**src/rtl/ckb_pkg.sv**
```systemverilog
// Shared types and constants for the clipped color-key blitter.
// Used by the configuration register block and the top level.
`default_nettype none

package ckb_pkg;

	localparam int REG_W       = 13;
	localparam int KEY_W       = 25;
	localparam int CFG_DATA_W  = 25;
	localparam int CFG_INDEX_W = 3;
	localparam int RGB_W       = 24;

	localparam logic [7:0]       ALPHA_OPAQUE      = 8'hFF;
	localparam logic [KEY_W-1:0] KEY_OFF           = 25'h100_0000;
	localparam logic [REG_W-1:0] RST_IMAGE_WIDTH   = 13'd1;
	localparam logic [REG_W-1:0] RST_IMAGE_HEIGHT  = 13'd1;
	localparam logic [REG_W-1:0] RST_SCREEN_WIDTH  = 13'd640;
	localparam logic [REG_W-1:0] RST_SCREEN_HEIGHT = 13'd480;

	typedef enum logic [CFG_INDEX_W-1:0] {
		REG_DEST_X        = 3'd0,
		REG_DEST_Y        = 3'd1,
		REG_IMAGE_WIDTH   = 3'd2,
		REG_IMAGE_HEIGHT  = 3'd3,
		REG_SCREEN_WIDTH  = 3'd4,
		REG_SCREEN_HEIGHT = 3'd5,
		REG_KEY_COLOR     = 3'd6
	} cfg_reg_t;

	typedef struct packed {
		logic signed [REG_W-1:0] dest_x;
		logic signed [REG_W-1:0] dest_y;
		logic [REG_W-1:0]        image_width;
		logic [REG_W-1:0]        image_height;
		logic [REG_W-1:0]        screen_width;
		logic [REG_W-1:0]        screen_height;
		logic [KEY_W-1:0]        key_color;
	} ckb_regs_t;

endpackage

`default_nettype wire

```
**src/rtl/ckb_pixel_if.sv**
```systemverilog
// Source pixel channel: valid/ready handshake carrying one RGB888 pixel.
// Stands alone; no package needed.
`default_nettype none

interface ckb_pixel_if;
	logic       valid;
	logic       ready;
	logic [7:0] red;
	logic [7:0] green;
	logic [7:0] blue;

	modport source (output valid, output red, output green, output blue, input ready);
	modport sink (input valid, input red, input green, input blue, output ready);
endinterface

`default_nettype wire

```
**src/rtl/ckb_write_if.sv**
```systemverilog
// Framebuffer write channel: valid/ready handshake carrying one write request.
// Coordinate width follows COORD_BITS; no package needed.
`default_nettype none

interface ckb_write_if #(
	parameter int COORD_BITS = 12
);
	logic                  valid;
	logic                  ready;
	logic                  write_valid;
	logic [COORD_BITS-1:0] screen_x;
	logic [COORD_BITS-1:0] screen_y;
	logic [31:0]           argb;
	logic                  image_done;

	modport source (output valid, output write_valid, output screen_x, output screen_y,
		output argb, output image_done, input ready);
	modport sink (input valid, input write_valid, input screen_x, input screen_y,
		input argb, input image_done, output ready);
endinterface

`default_nettype wire

```
**src/rtl/ckb_config.sv**
```systemverilog
// Configuration register file of the blitter: decodes indexed writes.
// Depends on ckb_pkg for register codes, reset values and the register struct.
`default_nettype none

module ckb_config (
	input  wire logic                           clk,
	input  wire logic                           arst_n,
	input  wire logic                           cfg_write_en,
	input  wire logic [ckb_pkg::CFG_INDEX_W-1:0] cfg_index,
	input  wire logic [ckb_pkg::CFG_DATA_W-1:0]  cfg_data,
	output ckb_pkg::ckb_regs_t                  regs
);
	import ckb_pkg::*;

	ckb_regs_t regs_q;

	always_ff @(posedge clk or negedge arst_n) begin
		if (!arst_n) begin
			regs_q.dest_x        <= '0;
			regs_q.dest_y        <= '0;
			regs_q.image_width   <= RST_IMAGE_WIDTH;
			regs_q.image_height  <= RST_IMAGE_HEIGHT;
			regs_q.screen_width  <= RST_SCREEN_WIDTH;
			regs_q.screen_height <= RST_SCREEN_HEIGHT;
			regs_q.key_color     <= KEY_OFF;
		end else if (cfg_write_en) begin
			case (cfg_reg_t'(cfg_index))
				REG_DEST_X:        regs_q.dest_x        <= signed'(cfg_data[REG_W-1:0]);
				REG_DEST_Y:        regs_q.dest_y        <= signed'(cfg_data[REG_W-1:0]);
				REG_IMAGE_WIDTH:   regs_q.image_width   <= cfg_data[REG_W-1:0];
				REG_IMAGE_HEIGHT:  regs_q.image_height  <= cfg_data[REG_W-1:0];
				REG_SCREEN_WIDTH:  regs_q.screen_width  <= cfg_data[REG_W-1:0];
				REG_SCREEN_HEIGHT: regs_q.screen_height <= cfg_data[REG_W-1:0];
				REG_KEY_COLOR:     regs_q.key_color     <= cfg_data[KEY_W-1:0];
				default: begin
					// Unused index: the write is dropped.
				end
			endcase
		end
	end

	assign regs = regs_q;

endmodule

`default_nettype wire

```
**src/rtl/clipped_color_key_blit.sv**
```systemverilog
// Clipped color-key blitter: one source pixel in, one framebuffer write request out.
// A pixel passes the pixel register, then the result register. Throughput is one
// pixel per clock while not stalled; the position counters and the two-register
// pipeline (pixel register, result register) let a new pixel enter every cycle.
// Reset clears the counters and valid flags and loads the register defaults.
// Depends on ckb_pkg, ckb_pixel_if, ckb_write_if and ckb_config.
`default_nettype none

module clipped_color_key_blit #(
	parameter int COORD_BITS = 12
) (
	input  wire logic                            clk,
	input  wire logic                            arst_n,
	ckb_pixel_if.sink                            pixel,
	ckb_write_if.source                          blit,
	input  wire logic                            cfg_write_en,
	input  wire logic [ckb_pkg::CFG_INDEX_W-1:0] cfg_index,
	input  wire logic [ckb_pkg::CFG_DATA_W-1:0]  cfg_data
);
	import ckb_pkg::*;

	// SZ_W holds a 13-bit register value as well as the limit 2^COORD_BITS.
	// PW holds the signed sum of a 13-bit origin and a COORD_BITS counter.
	localparam int SZ_W = (COORD_BITS + 1 > REG_W) ? COORD_BITS + 1 : REG_W;
	localparam int PW   = ((COORD_BITS > REG_W - 1) ? COORD_BITS : REG_W - 1) + 2;
	localparam logic [SZ_W-1:0] LIMIT = SZ_W'(1) << COORD_BITS;

	ckb_regs_t regs;

	ckb_config u_config (
		.clk          (clk),
		.arst_n       (arst_n),
		.cfg_write_en (cfg_write_en),
		.cfg_index    (cfg_index),
		.cfg_data     (cfg_data),
		.regs         (regs)
	);

	// Derived bounds. Image sizes are saturated to 1 .. 2^COORD_BITS and the
	// clip bounds to 2^COORD_BITS, so every written coordinate fits the port.
	logic [SZ_W-1:0]       img_w, img_h, scr_w, scr_h;
	logic [SZ_W-1:0]       img_w_ext, img_h_ext, scr_w_ext, scr_h_ext;
	logic [COORD_BITS-1:0] last_col, last_row;

	always_comb begin
		img_w_ext = SZ_W'(regs.image_width);
		img_h_ext = SZ_W'(regs.image_height);
		scr_w_ext = SZ_W'(regs.screen_width);
		scr_h_ext = SZ_W'(regs.screen_height);
		if (img_w_ext == '0)
			img_w = SZ_W'(1);
		else
			img_w = (img_w_ext > LIMIT) ? LIMIT : img_w_ext;
		if (img_h_ext == '0)
			img_h = SZ_W'(1);
		else
			img_h = (img_h_ext > LIMIT) ? LIMIT : img_h_ext;
		scr_w    = (scr_w_ext > LIMIT) ? LIMIT : scr_w_ext;
		scr_h    = (scr_h_ext > LIMIT) ? LIMIT : scr_h_ext;
		last_col = COORD_BITS'(img_w - SZ_W'(1));
		last_row = COORD_BITS'(img_h - SZ_W'(1));
	end

	// Handshake. The result register frees up when it is empty or being taken;
	// the pixel register frees up when it is empty or moving on. Both can move
	// in the same cycle, so back-to-back pixels stream without bubbles.
	logic valid_s1, out_valid_q;
	logic out_free, s1_free, advance, pix_accept;

	assign out_free    = !out_valid_q || blit.ready;
	assign advance     = valid_s1 && out_free;
	assign s1_free     = !valid_s1 || out_free;
	assign pixel.ready = s1_free;
	assign pix_accept  = pixel.valid && s1_free;

	// Position counters advance on every accepted pixel. A column at or past
	// the last one ends the row, and a row at or past the last ends the image,
	// which keeps them sane if the size is rewritten mid-image.
	logic [COORD_BITS-1:0] col_q, row_q;
	logic                  row_end, img_end;

	assign row_end = col_q >= last_col;
	assign img_end = row_end && (row_q >= last_row);

	always_ff @(posedge clk or negedge arst_n) begin
		if (!arst_n) begin
			col_q       <= '0;
			row_q       <= '0;
			valid_s1    <= 1'b0;
			out_valid_q <= 1'b0;
		end else begin
			if (pix_accept) begin
				if (img_end) begin
					col_q <= '0;
					row_q <= '0;
				end else if (row_end) begin
					col_q <= '0;
					row_q <= row_q + 1'b1;
				end else begin
					col_q <= col_q + 1'b1;
				end
			end
			if (pix_accept)
				valid_s1 <= 1'b1;
			else if (advance)
				valid_s1 <= 1'b0;
			if (advance)
				out_valid_q <= 1'b1;
			else if (blit.ready)
				out_valid_q <= 1'b0;
		end
	end

	// Pixel register: color plus the position it was taken at.
	logic [RGB_W-1:0]      rgb_s1;
	logic [COORD_BITS-1:0] col_s1, row_s1;
	logic                  done_s1;

	always_ff @(posedge clk) begin
		if (pix_accept) begin
			rgb_s1  <= {pixel.red, pixel.green, pixel.blue};
			col_s1  <= col_q;
			row_s1  <= row_q;
			done_s1 <= img_end;
		end
	end

	// Screen position, clip test and key test. A key with bit 24 set can never
	// equal a 24-bit color, so the "keying off" code needs no separate check.
	logic signed [PW-1:0] px, py;
	logic                 inside_x, inside_y, keyed, draw;

	always_comb begin
		px       = PW'(regs.dest_x) + $signed(PW'(col_s1));
		py       = PW'(regs.dest_y) + $signed(PW'(row_s1));
		inside_x = !px[PW-1] && (px[PW-2:0] < (PW-1)'(scr_w));
		inside_y = !py[PW-1] && (py[PW-2:0] < (PW-1)'(scr_h));
		keyed    = regs.key_color == {1'b0, rgb_s1};
		draw     = inside_x && inside_y && !keyed;
	end

	// Result register. A dropped pixel carries zero coordinates and color.
	logic                  write_valid_q, image_done_q;
	logic [COORD_BITS-1:0] screen_x_q, screen_y_q;
	logic [31:0]           argb_q;

	always_ff @(posedge clk) begin
		if (advance) begin
			write_valid_q <= draw;
			screen_x_q    <= draw ? px[COORD_BITS-1:0] : '0;
			screen_y_q    <= draw ? py[COORD_BITS-1:0] : '0;
			argb_q        <= draw ? {ALPHA_OPAQUE, rgb_s1} : '0;
			image_done_q  <= done_s1;
		end
	end

	assign blit.valid       = out_valid_q;
	assign blit.write_valid = write_valid_q;
	assign blit.screen_x    = screen_x_q;
	assign blit.screen_y    = screen_y_q;
	assign blit.argb        = argb_q;
	assign blit.image_done  = image_done_q;

	// A dropped pixel must not leak coordinates or color.
	a_drop_zero: assert property (@(posedge clk) disable iff (!arst_n)
		(out_valid_q && !write_valid_q) |-> (screen_x_q == '0 && screen_y_q == '0 &&
			argb_q == '0))
		else $error("dropped pixel carries nonzero payload");

	// A drawn pixel lies inside the clip rectangle.
	a_in_bounds: assert property (@(posedge clk) disable iff (!arst_n)
		(out_valid_q && write_valid_q) |->
			(SZ_W'(screen_x_q) < scr_w && SZ_W'(screen_y_q) < scr_h))
		else $error("write request outside the framebuffer");

	// The last pixel of the image restarts both counters.
	a_counter_wrap: assert property (@(posedge clk) disable iff (!arst_n)
		(pix_accept && img_end) |=> (col_q == '0 && row_q == '0))
		else $error("counters did not restart after the last pixel");

	// A pixel held by a stalled result register keeps its position.
	a_s1_hold: assert property (@(posedge clk) disable iff (!arst_n)
		(valid_s1 && !out_free) |=> (valid_s1 && $stable(col_s1) && $stable(row_s1)))
		else $error("pixel register changed while stalled");

	// The input side is open whenever the result register is empty.
	a_ready_open: assert property (@(posedge clk) disable iff (!arst_n)
		!out_valid_q |-> pixel.ready)
		else $error("input stalled with an empty result register");

endmodule

`default_nettype wire
```
**src/flat_wrapper.sv**
```systemverilog
// flat-port wrapper written by rule: the top's interface ports become plain ports
module clipped_color_key_blit_flat import ckb_pkg::*;
#(
	parameter int COORD_BITS = 12
)
  (clk, arst_n, cfg_write_en, cfg_index, cfg_data, pixel_valid, pixel_red, pixel_green, pixel_blue, pixel_ready, blit_valid, blit_write_valid, blit_screen_x, blit_screen_y, blit_argb, blit_image_done, blit_ready);
  ckb_pixel_if pixel_i ();
  ckb_write_if #(.COORD_BITS(COORD_BITS)) blit_i ();
  input  wire logic clk;
  input  wire logic arst_n;
  input  wire logic cfg_write_en;
  input  wire logic [ckb_pkg::CFG_INDEX_W-1:0] cfg_index;
  input  wire logic [ckb_pkg::CFG_DATA_W-1:0] cfg_data;
  input wire logic [$bits(pixel_i.valid)-1:0] pixel_valid;
  input wire logic [$bits(pixel_i.red)-1:0] pixel_red;
  input wire logic [$bits(pixel_i.green)-1:0] pixel_green;
  input wire logic [$bits(pixel_i.blue)-1:0] pixel_blue;
  output wire logic [$bits(pixel_i.ready)-1:0] pixel_ready;
  output wire logic [$bits(blit_i.valid)-1:0] blit_valid;
  output wire logic [$bits(blit_i.write_valid)-1:0] blit_write_valid;
  output wire logic [$bits(blit_i.screen_x)-1:0] blit_screen_x;
  output wire logic [$bits(blit_i.screen_y)-1:0] blit_screen_y;
  output wire logic [$bits(blit_i.argb)-1:0] blit_argb;
  output wire logic [$bits(blit_i.image_done)-1:0] blit_image_done;
  input wire logic [$bits(blit_i.ready)-1:0] blit_ready;
  assign pixel_i.valid = pixel_valid;
  assign pixel_i.red = pixel_red;
  assign pixel_i.green = pixel_green;
  assign pixel_i.blue = pixel_blue;
  assign pixel_ready = pixel_i.ready;
  assign blit_valid = blit_i.valid;
  assign blit_write_valid = blit_i.write_valid;
  assign blit_screen_x = blit_i.screen_x;
  assign blit_screen_y = blit_i.screen_y;
  assign blit_argb = blit_i.argb;
  assign blit_image_done = blit_i.image_done;
  assign blit_i.ready = blit_ready;
  clipped_color_key_blit #(.COORD_BITS(COORD_BITS)) u_core (.clk(clk), .arst_n(arst_n), .pixel(pixel_i), .blit(blit_i), .cfg_write_en(cfg_write_en), .cfg_index(cfg_index), .cfg_data(cfg_data));
endmodule
```
**config.mk**
```make
export PLATFORM = sky130hd
export DESIGN_NAME = clipped_color_key_blit_flat
export DESIGN_NICKNAME = d
export VERILOG_FILES = /design/src/rtl/ckb_pkg.sv /design/src/rtl/ckb_pixel_if.sv /design/src/rtl/ckb_write_if.sv /design/src/rtl/ckb_config.sv /design/src/rtl/clipped_color_key_blit.sv /design/src/flat_wrapper.sv
export SDC_FILE = /design/constraint.sdc
export NUM_CORES = 1
export LEC_CHECK = 0
export ABC_AREA = 0
export BUFFER_PORTS_ARGS = -buffer_cell sky130_fd_sc_hd__buf_2
export CORE_MARGIN = 5
export CORE_UTILIZATION = 42
export CTS_CLUSTER_SIZE = 12
export DETAILED_ROUTE_END_ITERATION = 6
export SLEW_MARGIN = 20
export SYNTH_ARGS = -nofsm -noshare
export SYNTH_HDL_FRONTEND = slang
export SYNTH_HIERARCHICAL = 1
export SYNTH_SLANG_ARGS = --single-unit
```
**constraint.sdc**
```tcl
create_clock -name clk -period 10.2 [get_ports clk]
set_clock_uncertainty 0.2 [all_clocks]
set_input_delay 1.53 -clock clk [delete_from_list [all_inputs] [get_ports clk]]
set_output_delay 1.53 -clock clk [all_outputs]
set_load 0.02 [all_outputs]
```
# [Yosys cells after proc, flatten, opt, wreduce, memory -nomap -nowiden]
# Index checks and enable logic that the tools add are counted.
[word_totals] elab_cells=85 output_inout_bits=60 reg_bits=236 inputBits=57
[classes] eq_ne=7 n_lt_le_gt_ge=8 addsub=6 mux=15 n_reduce_logical=28
[ops] operator="$mux W12" count=8
[ops] operator="$gt A13 B13 Y1 const B" count=4
[ops] operator="$mux W32" count=1
[ops] operator="$add A13 B13 Y14" count=2
[ops] operator="$logic_not A13 Y1" count=2
[ops] operator="$lt A13 B13 Y1" count=2
[ops] operator="$mux W13" count=2
[ops] operator="$eq A25 B24 Y1" count=1
[ops] operator="$add A12 B1 Y12 const B" count=2
[ops] operator="$ge A12 B12 Y1" count=2
[ops] operator="$sub A12 B1 Y12 const B" count=2
[ops] operator="$reduce_and A2 Y1" count=8
[ops] operator="$eq A3 B3 Y1 const B" count=3
[ops] operator="$logic_and A1 B1 Y1" count=7
[ops] operator="$eq A3 B2 Y1 const B" count=2
[ops] operator="$reduce_bool A2 Y1" count=3
[ops] operator="$logic_not A1 Y1" count=5
[ops] operator="$mux W1" count=4
[ops] operator="$eq A3 B1 Y1 const B" count=1
[ops] operator="$logic_not A3 Y1" count=1
[ops] operator="$logic_or A1 B1 Y1" count=2

# [Logic depth before layout (Yosys ltp)]
[logic_depth] depth_word=8 ltp_mapped=18 ltp_nobuf=16

# [Hierarchy]
# Netlist, hierarchy kept.
[modules_own_cells] mod="clipped_color_key_blit" cells_per_inst=690 n_inst=1 seq_area_each_um2=3623.5 area_each_um2=7578.5
[modules_own_cells] mod="ckb_config" cells_per_inst=221 n_inst=1 seq_area_each_um2=2588.7 area_each_um2=3905.0

# [Worst setup path before layout]
# OpenSTA, ideal clock, no wires.
[synth_timing] path_kind="flip-flop to flip-flop" start="register u_core.u_config.regs_q, in the netlist u_core/u_config/regs[90]" end="register u_core.screen_y_q[10] (netlist: u_core/blit.screen_y[10]), data pin" n_path_buf=2 setup_ns=0.131 setup_slack_ns=5.833 stages_incl_launch_ff=19 synth_period_minus_slack_ns=4.367 required_ns=9.869 t_arrival_ns=4.035 path_cell_list="dfrtp_1 ha_1 fa_1 a21oi_1 o211ai_1 or3_1 a311o_1 a21o_1 a21oi_1 xnor2_1 ha_1 nand4_1 nor2_1 a2111oi_0 nand3_1 nor4_2 buf_2 buf_6 and2_1"
[synth_between] elab_chain_cells=5 elab_cells_between_ends=6 cone_classes="add/sub (1); order compare (1); reduce/logical (4)"
[synth_lines] item="start: declaration" line="ckb_config.sv:15" text="ckb_regs_t regs_q;"
[synth_lines] item="$add A13 B13 Y14 *" line="clipped_color_key_blit.sv:134" text="px = PW'(regs.dest_x) + $signed(PW'(col_s1));"
[synth_lines] item="$lt A13 B13 Y1 or $logic_not A1 Y1 (tied branches)" line="clipped_color_key_blit.sv:136" text="inside_x = !px[PW-1] && (px[PW-2:0] < (PW-1)'(scr_w));"
[synth_lines] item="$logic_and A1 B1 Y1 *" line="clipped_color_key_blit.sv:136"
[synth_lines] item="$logic_and A1 B1 Y1 * (2 in series)" line="clipped_color_key_blit.sv:139" text="draw = inside_x && inside_y && !keyed;"
[synth_lines] item="end signal: assignment" line="clipped_color_key_blit.sv:151" text="screen_y_q <= draw ? py[COORD_BITS-1:0] : '0;"
[synth_lines] item="end: declaration" line="clipped_color_key_blit.sv:144" text="logic [COORD_BITS-1:0] screen_x_q, screen_y_q;"
# Mark *: on every way between the ends. The rest lies on a longest branch, timed or not.
# A chain may end at the register's enable or synchronous reset.

# [Worst setup path in the final report]
[layout_timing] start="register u_core.u_config.regs_q, in the netlist u_core/u_config/regs[90]" end="register u_core.screen_x_q[11] (netlist: u_core/blit.screen_x[11]), data pin"
[layout_between] elab_chain_cells=5 elab_cells_between_ends=6 cone_classes="add/sub (1); order compare (1); reduce/logical (4)"
[layout_lines] item="$add A13 B13 Y14 *" line="clipped_color_key_blit.sv:134"
[layout_lines] item="$lt A13 B13 Y1 or $logic_not A1 Y1 (tied branches)" line="clipped_color_key_blit.sv:136"
[layout_lines] item="$logic_and A1 B1 Y1" line="clipped_color_key_blit.sv:136"
[layout_lines] item="$logic_and A1 B1 Y1 (2 in series)" line="clipped_color_key_blit.sv:139"
[layout_lines] item="end signal: assignment" line="clipped_color_key_blit.sv:150" text="screen_x_q <= draw ? px[COORD_BITS-1:0] : '0;"
[layout_lines] item="end: declaration" line="clipped_color_key_blit.sv:144"
# Marks and branches as above.

==> results.yml <==
die:
  start_util_pct: 42.6
  rows: 60
  ios: 117
  die-width_um: 175
  core_area_sq_um: 27000
  dieArea_sq_um: 30700
  fp.dieH_um: 175
clock_tree:
  htree_levels: 1
  clock_latency_ps: 510
  cts.sinks: 228
  hold_buffers: 0
  cts_made_buffers: 25
  path_clk_slew_ps: 60
  root_buffer: "clkbuf_16"
  clockBufferDepth: 3
  cts.repair.resized: 0
  post-cts-setup-buffers: 0
  cts_tree: "built"
routing:
  vias_per_cell: 5.35
  drtIter0Drc: 473
  wl_per_cell_um: 18.6
  firstDrtPassIters: 5
  drc: 0
  vias: 7423
  routed_wl_um: 25800
  drtAntennaViolNets: 0
synthesis:
  ys_types: 61
  synth.most_common_cell: "dfrtp_1"
  ys_seq_area_share_pct: 54.1
  syn-num-nets: 1046
  synth-main-ff-cell: "dfrtp_1"
  yosys-top-cells-area: "dfrtp_1 26%, edfxtp_1 26%, mux2_2 10%"
  syn_area_sq_um: 11500
  syn_inst: 911
  synth-seq-cells: 228
  netlist.area_leader.share_pct: 26.1
  syn_area_per_cell_sq_um: 12.6
  synth-edff-count: 99
  ys_async_sr_fraction_pct: 56.6
  yosys_warnings: 6
  synth_common_cells: "120 x dfrtp_1, 104 x mux2_2, 99 x edfxtp_1"
  synth_top_area_cell: "dfrtp_1"
timing:
  rsz0062_at_grt: "no"
  slew_headroom_pct: 32.1
  hold_viol_final: 0
  worst-slew-pin-transition_ps: 1010
  min_period_ps: 5390
  fmax_mhz: 186
  period_share_pct: 52.8
  setup_viol: 0
  drv_slew: 0
  tns_ps: 0
grt:
  grt_most_used_layer: "met2"
  grtUsageMet1_pct: 23.6
  grt_start_max_net_pins: 73
  grt_util_met2_pct: 26.7
  grt_pass1_wl_um: 41000
  use_met3_pct: 2.43
  grt_overflow: 0
  grt_pass1_vias: 7359
  grtUsageTotal_pct: 16.6
  antenna_found_initial: 1
critical_path:
  r2r-end: "u_core/blit.screen_x[11]$_SDFFCE_PN0P_"
  cp-endpoint: "u_core/blit.screen_x[11]$_SDFFCE_PN0P_"
  crit_required_ps: 10370
  startpoint_type: "flip-flop"
  worstSetupStartpoint: "u_core/u_config/regs[90]$_DFFE_PN0P_"
  endpoint_kind: "flip-flop"
  ff2ff_path_depth: 17
  rr_startpoint: "u_core/u_config/regs[90]$_DFFE_PN0P_"
  crit_fanout: 28
  r2r_slack_ps: 4810
  worst_ep_arrival_time_ps: 5560
  path_class: "flip-flop to flip-flop"
place:
  place_area_sq_um: 12400
  io_buffers: 116
  dp_hpwl_um: 18100
  place_congestion: 0.812
worst_hold_path:
  min-delay-start: "u_core/done_s1$_DFFE_PP_"
  hp-class: "flip-flop to flip-flop"
run:
  drv_cap: 0
power:
  power_density_nw_per_um2: 226
  p_leak_nw: 5.63
  ir_drop_uv: 120
layout:
  antenna_cells: 0
  drive_gt1_share_pct: 26.5
  fill_cells: 2387
  area_growth_pct: 14.6
  layout.nets: 1164
  fin_area_sq_um: 13200
outcome:
  outcome: "complete, no violations"
## kinds of logic (layout without fill, tap and decap cells)
kind of cell | Yosys count | after routing | synth area share (%)
buf+inv | 40 | 176 | 1.96
mux | 104 | 104 | 10.2
compound gates | 151 | 151 | 8.81
simple gates | 254 | 254 | 12.0
flops | 228 | 228 | 54.1
xor+xnor | 56 | 56 | 4.27
fa+ha+maj | 78 | 78 | 8.63
## area by class of cell
type,count,area [sq um],area share (%)
Inverter,11,41.3,0.314
Tap cell,341,427,3.24
Multi-Input combinational cell,643,5060,38.4
Sequential cell,228,6210,47.2
Clock buffer,40,753,5.72
Timing Repair Buffer,120,617,4.69
Clock inverter,5,53.8,0.409
## registers in the layout, indices dropped and copies added (netlist names)
| signal | flops |
|---|---|
| u_core/u_config/regs | 103 |
| u_core/blit.argb | 25 |
| u_core/rgb_s1 | 24 |
| u_core/blit.screen_x | 12 |
| u_core/blit.screen_y | 12 |
| u_core/col_q | 12 |
| u_core/col_s1 | 12 |
| u_core/row_q | 12 |
| u_core/row_s1 | 12 |
| u_core/blit.image_done | 1 |
| u_core/blit.valid | 1 |
| u_core/done_s1 | 1 |
| u_core/valid_s1 | 1 |
## where the power goes
group	switching (mW)	total [mW]	leakage (nW)	internal, mW
registers	0.111	1.25	2.54	1.14
logic	0.467	0.848	2.70	0.382
clock network	0.350	0.878	0.389	0.529
## per-layer routing
metal,vias to the layer above,part of all wire [%]
li1,3594,-
met1,3593,47
met2,192,45
met3,42,5.7
met4,2,2.3
met5,-,0.078
## critical path, stage by stage (launching register included)
cell and delay [ps]:
dfrtp_1 380, ha_1 240, fa_1 410, a21oi_1 210, o211ai_1 140, or3_1 340, a311o_1 310, a21o_1 190
a21oi_1 170, xnor2_1 140, ha_1 260, nand4_1 120, nor2_1 70, a2111oi_0 450, nand3_1 190, nor4_4 810
buf_4 410, and2_1 180
## worst min-delay path by stage
stage | endpoint | slack [ps] | depth (start not counted)
after global placement | u_core/blit.image_done$_DFFE_PP_ | 200 | 0
after floorplan | u_core/blit.image_done$_DFFE_PP_ | 200 | 0
after global routing | u_core/blit.image_done$_DFFE_PP_ | 240 | 0
after detailed placement | u_core/blit.image_done$_DFFE_PP_ | 220 | 0
final | u_core/blit.image_done$_DFFE_PP_ | 230 | 0
after CTS | u_core/blit.image_done$_DFFE_PP_ | 230 | 0
## placed cells by master (no fill, tap or decap), types with 10 or more instances in the layout
master     Yosys  final
nor3_1        11     11
xnor2_1       33     33
and2_1        52     51
xor2_1        23     23
a22o_1        11     11
clkbuf_16      0     26
nand2_1       49     49
nand4_1       10     10
nand2b_1      13     13
nand3_1       25     25
ha_1          76     76
edfxtp_1      99     99
nor2_1        47     47
dfrtp_1      120    120
buf_2          6    115
a21oi_1       36     36
o21ai_0       26     26
o21a_1        12     12
inv_1         10     10
a21o_1        21     21
mux2_2       104    104
## per-stage QoR
stage | power [mW] | utilization, % | hold WS, ps | setup slack [ps] | instances
2_1_floorplan | 1.88 | - | 200 | 5830 | 911
3_3_place_gp | 2.10 | 45.8 | 201 | 4820 | 1343
3_5_place_dp | 2.12 | 45.8 | 219 | 4780 | 1343
4_1_cts | 3.01 | 48.8 | 232 | 4740 | 1388
5_1_grt | 3.17 | 48.8 | 240 | 4360 | 1388
6_report | 2.98 | 48.8 | 229 | 4810 | 1388
(Power assumes the default switching activity.)
